--- src/rtl/bpa_pkg.sv ---
// ----------------------------------------------------------------------------
// Buddy page allocator package
// Shared types, codes and a helper function for the allocator controller,
// datapath and checker.
// ----------------------------------------------------------------------------
package bpa_pkg;

  // Order values carry up to the rounded request order and the empty mark.
  localparam int unsigned ORDER_W    = 5;
  localparam logic [ORDER_W-1:0] ORDER_NONE = '1;
  localparam int unsigned PAGE_SHIFT = 12;

  // Opcodes of a request word.
  localparam logic OPC_ALLOC = 1'b0;
  localparam logic OPC_FREE  = 1'b1;

  // Result status codes.
  localparam logic [1:0] ST_OK      = 2'd0;
  localparam logic [1:0] ST_NOSPACE = 2'd1;
  localparam logic [1:0] ST_BADPTR  = 2'd2;

  // Datapath operations, one per cycle.
  typedef enum logic [3:0] {
    OP_IDLE,
    OP_CLEAR,
    OP_ACCEPT,
    OP_INC_LVL,
    OP_POP_RD,
    OP_POP_WR,
    OP_SPLIT,
    OP_PUSH1,
    OP_PUSH2,
    OP_RECORD,
    OP_F_RD,
    OP_F_ORD,
    OP_M_RD,
    OP_M_UNLINK,
    OP_FINISH
  } bpa_op_t;

  // Controller states.
  typedef enum logic [3:0] {
    S_CLEAR,
    S_IDLE,
    S_A_CHECK,
    S_SEARCH,
    S_POP_RD,
    S_POP_WR,
    S_PUSH1,
    S_PUSH2,
    S_RECORD,
    S_F_CHECK,
    S_F_ORD,
    S_M_RD,
    S_M_CHK,
    S_FIN
  } bpa_state_t;

  // Command from the controller to the datapath.
  typedef struct packed {
    bpa_op_t    op;
    logic       accept;
    logic       set_status;
    logic [1:0] status_val;
  } bpa_cmd_t;

  // Status from the datapath to the controller.
  typedef struct packed {
    logic clr_last;
    logic is_free;
    logic too_big;
    logic head_nz;
    logic lvl_top;
    logic lvl_gt_ord;
    logic pnode_odd;
    logic bad_page;
    logic bad_order;
    logic node_root;
    logic buddy_on;
    logic out_free;
  } bpa_sts_t;

  // Number of significant bits of a 20-bit value.
  function automatic logic [ORDER_W-1:0] bit_len(input logic [19:0] v);
    logic [ORDER_W-1:0] len;
    len = '0;
    for (int i = 0; i < 20; i++) begin
      if (v[i]) begin
        len = ORDER_W'(i + 1);
      end
    end
    return len;
  endfunction

endpackage

--- src/rtl/bpa_ctrl.sv ---
// ----------------------------------------------------------------------------
// Buddy page allocator controller
// Sequences the clearing pass, the free list search, splits, merges and
// result hand-off by issuing one datapath operation per cycle.
// ----------------------------------------------------------------------------
module bpa_ctrl (
  input  logic              clk,
  input  logic              rst,
  input  logic              req_valid,
  input  bpa_pkg::bpa_sts_t sts,
  output bpa_pkg::bpa_cmd_t cmd
);
  import bpa_pkg::*;

  bpa_state_t state, state_next;

  // State register.
  always_ff @(posedge clk) begin
    if (rst) begin
      state <= S_CLEAR;
    end else begin
      state <= state_next;
    end
  end

  // Next state and command.
  always_comb begin
    state_next     = state;
    cmd.op         = OP_IDLE;
    cmd.accept     = 1'b0;
    cmd.set_status = 1'b0;
    cmd.status_val = ST_OK;
    unique case (state)
      S_CLEAR: begin
        cmd.op = OP_CLEAR;
        if (sts.clr_last) begin
          state_next = S_IDLE;
        end
      end
      S_IDLE: begin
        cmd.accept = 1'b1;
        if (req_valid) begin
          cmd.op     = OP_ACCEPT;
          state_next = S_A_CHECK;
        end
      end
      S_A_CHECK: begin
        // The accepted word is latched now; branch on its opcode and, for an allocate, on its order.
        if (sts.is_free) begin
          state_next = S_F_CHECK;
        end else if (sts.too_big) begin
          state_next = S_FIN;
        end else begin
          state_next = S_SEARCH;
        end
      end
      S_SEARCH: begin
        if (sts.head_nz) begin
          state_next = S_POP_RD;
        end else if (sts.lvl_top) begin
          cmd.set_status = 1'b1;
          cmd.status_val = ST_NOSPACE;
          state_next     = S_FIN;
        end else begin
          cmd.op = OP_INC_LVL;
        end
      end
      S_POP_RD: begin
        cmd.op     = OP_POP_RD;
        state_next = S_POP_WR;
      end
      S_POP_WR: begin
        if (sts.lvl_gt_ord) begin
          cmd.op     = OP_SPLIT;
          state_next = S_PUSH1;
        end else begin
          cmd.op     = OP_POP_WR;
          state_next = S_RECORD;
        end
      end
      S_PUSH1: begin
        cmd.op     = OP_PUSH1;
        state_next = S_PUSH2;
      end
      S_PUSH2: begin
        cmd.op = OP_PUSH2;
        if (sts.is_free) begin
          cmd.set_status = 1'b1;
          cmd.status_val = ST_OK;
          state_next     = S_FIN;
        end else if (sts.pnode_odd) begin
          state_next = S_SEARCH;
        end else begin
          state_next = S_PUSH1;
        end
      end
      S_RECORD: begin
        cmd.op     = OP_RECORD;
        state_next = S_FIN;
      end
      S_F_CHECK: begin
        if (sts.bad_page) begin
          cmd.set_status = 1'b1;
          cmd.status_val = ST_BADPTR;
          state_next     = S_FIN;
        end else begin
          cmd.op     = OP_F_RD;
          state_next = S_F_ORD;
        end
      end
      S_F_ORD: begin
        if (sts.bad_order) begin
          cmd.set_status = 1'b1;
          cmd.status_val = ST_BADPTR;
          state_next     = S_FIN;
        end else begin
          cmd.op     = OP_F_ORD;
          state_next = S_M_RD;
        end
      end
      S_M_RD: begin
        if (sts.node_root) begin
          state_next = S_PUSH1;
        end else begin
          cmd.op     = OP_M_RD;
          state_next = S_M_CHK;
        end
      end
      S_M_CHK: begin
        if (sts.buddy_on) begin
          cmd.op     = OP_M_UNLINK;
          state_next = S_M_RD;
        end else begin
          state_next = S_PUSH1;
        end
      end
      S_FIN: begin
        if (sts.out_free) begin
          cmd.op     = OP_FINISH;
          state_next = S_IDLE;
        end
      end
      default: begin
        state_next = S_CLEAR;
      end
    endcase
  end

endmodule

--- config.mk ---
export PLATFORM = sky130hd
export DESIGN_NAME = bpa_ctrl
export DESIGN_NICKNAME = d
export VERILOG_FILES = /design/src/rtl/bpa_pkg.sv /design/src/rtl/bpa_ctrl.sv
export SDC_FILE = /design/constraint.sdc
export NUM_CORES = 1
export LEC_CHECK = 0
export ABC_CLOCK_PERIOD_IN_PS = 2150
export BUFFER_PORTS_ARGS = -buffer_cell sky130_fd_sc_hd__buf_2
export CAP_MARGIN = 20
export CELL_PAD_IN_SITES_DETAIL_PLACEMENT = 0
export CELL_PAD_IN_SITES_GLOBAL_PLACEMENT = 1
export CORE_ASPECT_RATIO = 0.75
export CORE_MARGIN = 3
export CORE_UTILIZATION = 33
export CTS_CLUSTER_DIAMETER = 120
export DETAILED_ROUTE_END_ITERATION = 8
export GPL_ROUTABILITY_DRIVEN = 0
export PLACE_DENSITY = 0.85
export SLEW_MARGIN = 5
export SYNTH_ARGS = -nofsm -noshare
export SYNTH_HDL_FRONTEND = slang
export SYNTH_SLANG_ARGS = --single-unit
export TNS_END_PERCENT = 1
--- constraint.sdc ---
create_clock -name clk -period 2.15 [get_ports clk]
set_input_delay 0.215 -clock clk [delete_from_list [all_inputs] [get_ports clk]]
set_output_delay 0.215 -clock clk [all_outputs]
set_load 0.02 [all_outputs]
==> results.toml <==
[critical_path]
path_max_fanout = 9
arrival_ns = 1.77
cp-start-kind = "flop"
rr_worst_depth = 5
r2r_setup_slack_ns = 0.49
path_class = "flop to output pin"
slowest_delay_ns = 0.47
slowest_stage = "dfxtp_1"
crit_family = "simple AND/OR/NAND/NOR gates"
crit_buf_inv = 1
crit_chain = "nand2_1, nor4_1, a221oi_2, o21ai_0, buf_2"
cp-end-kind = "output pin"
r2r_start = "state[2]"
cp.required_ns = 1.93
reg2reg_to = "state[3]"

[die]
die_h_um = 45.9
pin_count = 23
fp-row-count = 13
design.core.area_mm2 = 0.00187
floorplan.initialDensity_pct = 37.4
die_area_mm2 = 0.00271
fp.dieW_um = 59.2

[synthesis]
ys_dominant_reg_cell = "dfxtp_1"
avgSynthCellArea_um2 = 6.66
synth-seq-cells = 4
synth_fp_nets = 120
synth_edf_count = 0
async_reset_ff_share_pct = 0
yosysWarnings = 0
synth.distinct_cells = 41
synth_area_um2 = 699
ys_seq_area_share_pct = 11.4
syn_inst = 105

[timing]
slew_violations = 0
timing.final.crit_share_pct = 92.2
slew_headroom_pct = 68.3
fin_crit_ns = 1.98
whs_ns = 0.211
finalSetupViolCount = 0
fmax_mhz = 505
fin_skew_ns = 0.00150
tightest_slew_ns = 0.471
rsz0062_at_grt = "false"
hold_viol_final = 0
tns_ns = 0

[grt]
grt_max_degree = 16
antenna_found_initial = 0
grt_usage_pct = 17.1
grt_overflow_total = 0
grt_pass1_vias = 745
grt_pass1_wl_mm = 3.49

[finish]
largest_register = "state"
nFillCells = 192
multi_input_area_um2 = 567
areaGrowthSynthToFinish_pct = 23.1
layout.nets = 144
drive_gt1_share_pct = 31.5
largest_reg_flops = 4
seqCellArea_um2 = 81.3
n_antenna_cell = 0
final_cell_mix = "buf_2, nand2_1, nor2_1, a21oi_1, o21ai_0"
reg.largest.list = "state (4)"
final_common_cell = "buf_2"
fin_util_pct = 46.0

[cts]
cts.clk_slew.worst_paths_ns = 0.04
tritoncts = "built"
cts.sinks = 4
ctsHoldBuffers = 0
cts-root-buf = "clkbuf_4"
ctsLongestPathBuffers = 2
cts_buffers = 3
clock_latency_ns = 0.25
htreeDepth = 1
post_cts_buffers = 0

[drt]
drt_pass1_iterations = 4
drt_iter0_drc = 18
wl_per_cell_um = 14.4
post-route-drc-count = 0
wirelength_mm = 2.14
vias_per_cell = 5.82
vias = 867
postRouteAntennaNets = 0

[status]
outcome = "finished clean"

[placed_design]
io_buffer_count = 22
dpl.hpwl_mm = 1.64

[power]
p_per_area_mw_per_mm2 = 1100
ir_drop_mv = 0.432
leakage_uw = 0.000368

[worst_hold_path]
worstHoldStart = "rst"
holdPathEnd = "state[1]"
hp-class = "primary input to flop"
whs_path_depth = 2

[flow_run]
maxCapViolCount = 0
power by group:
group	internal (uW)	switching (uW)	leakage (uW)	total, uW
sequential	103	53.1	0.0000331	156
clock	62.9	38.1	0.0000138	101
combinational	286	400	0.000321	687
worst register-to-register path, delay by kind of cell, from the launching register on:
family / cells / cell delay, ns
and+or+nand+nor: 4 / 1.14
AOI/OAI and AO/OA: 1 / 0.05
DFF: 1 / 0.35
Yosys cell counts (all sizes together) (2+ instances only):
cell type / count / share of area (%)
nand2: 13 / 7.0
nor2: 10 / 5.4
a21oi: 8 / 5.7
o21ai: 8 / 6.3
buf: 5 / 5.2
nand3b: 5 / 5.4
nor2b: 5 / 4.5
clkbuf: 4 / 2.1
dfxtp: 4 / 11
nand2b: 4 / 3.6
a221oi: 3 / 4.7
nor3: 3 / 2.1
o22ai: 3 / 3.6
a211oi: 2 / 2.1
a21boi: 2 / 2.1
inv: 2 / 1.1
o21a: 2 / 2.1
o21bai: 2 / 2.1
o311ai: 2 / 2.5
o31a: 2 / 2.5
or2: 2 / 2.1
or3: 2 / 1.8
or4: 2 / 2.7
metrics by stage:
| stage | setup slack (ns) | cells | instance area [um2] | power [uW] |
|---|---|---|---|---|
| after global placement | 0.401 | 146 | 831 | 826 |
| after detailed placement | 0.272 | 146 | 831 | 824 |
| after global routing | 0.0351 | 149 | 861 | 1020 |
| final | 0.168 | 149 | 861 | 943 |
| after CTS | 0.0183 | 149 | 853 | 932 |
| after floorplan | 0.373 | 105 | 699 | 666 |
area by class of cell:
| cell class | count | area share [%] |
|---|---|---|
| multi-input cells | 90 | 65.8 |
| repair buffers | 28 | 18.0 |
| flip-flops and latches | 4 | 9.45 |
| well taps | 22 | 3.20 |
| clock buffers | 3 | 2.62 |
| inverters | 2 | 0.872 |
metal layers:
metal	GRT usage, %	vias up	routed length (um)
li1	-	436	-
met1	25.0	386	1060
met2	22.2	42	844
met3	6.52	3	223
met4	5.43	0	19
met5	0	-	0
cell families (layout without fill, tap and decap cells):
kind of cell	Yosys count	in the layout	share of synthesized area, %
AO/OA/AOI/OAI	40	40	41.3
AND/OR/NAND/NOR	50	50	38.8
buffers and inverters	11	33	8.41
flip-flops	4	4	11.4
how the worst max path moves through the flow:
stage                   from     end  slack, ns  cells after the start
CTS                 state[3]  cmd[5]       0.02                      6
global placement    state[3]  cmd[5]       0.40                      6
global route        state[1]  cmd[4]       0.04                      5
floorplan           state[3]  cmd[4]       0.37                      5
detailed placement  state[3]  cmd[5]       0.27                      6
finish              state[1]  cmd[5]       0.17                      5
what timing repair did:
item	4_1_cts	5_1_grt
gates resized for setup	0	2
endpoints found under the hold margin	0	0
endpoints found under the setup margin	0	1
No activity file was read; power rests on OpenSTA's default activity.
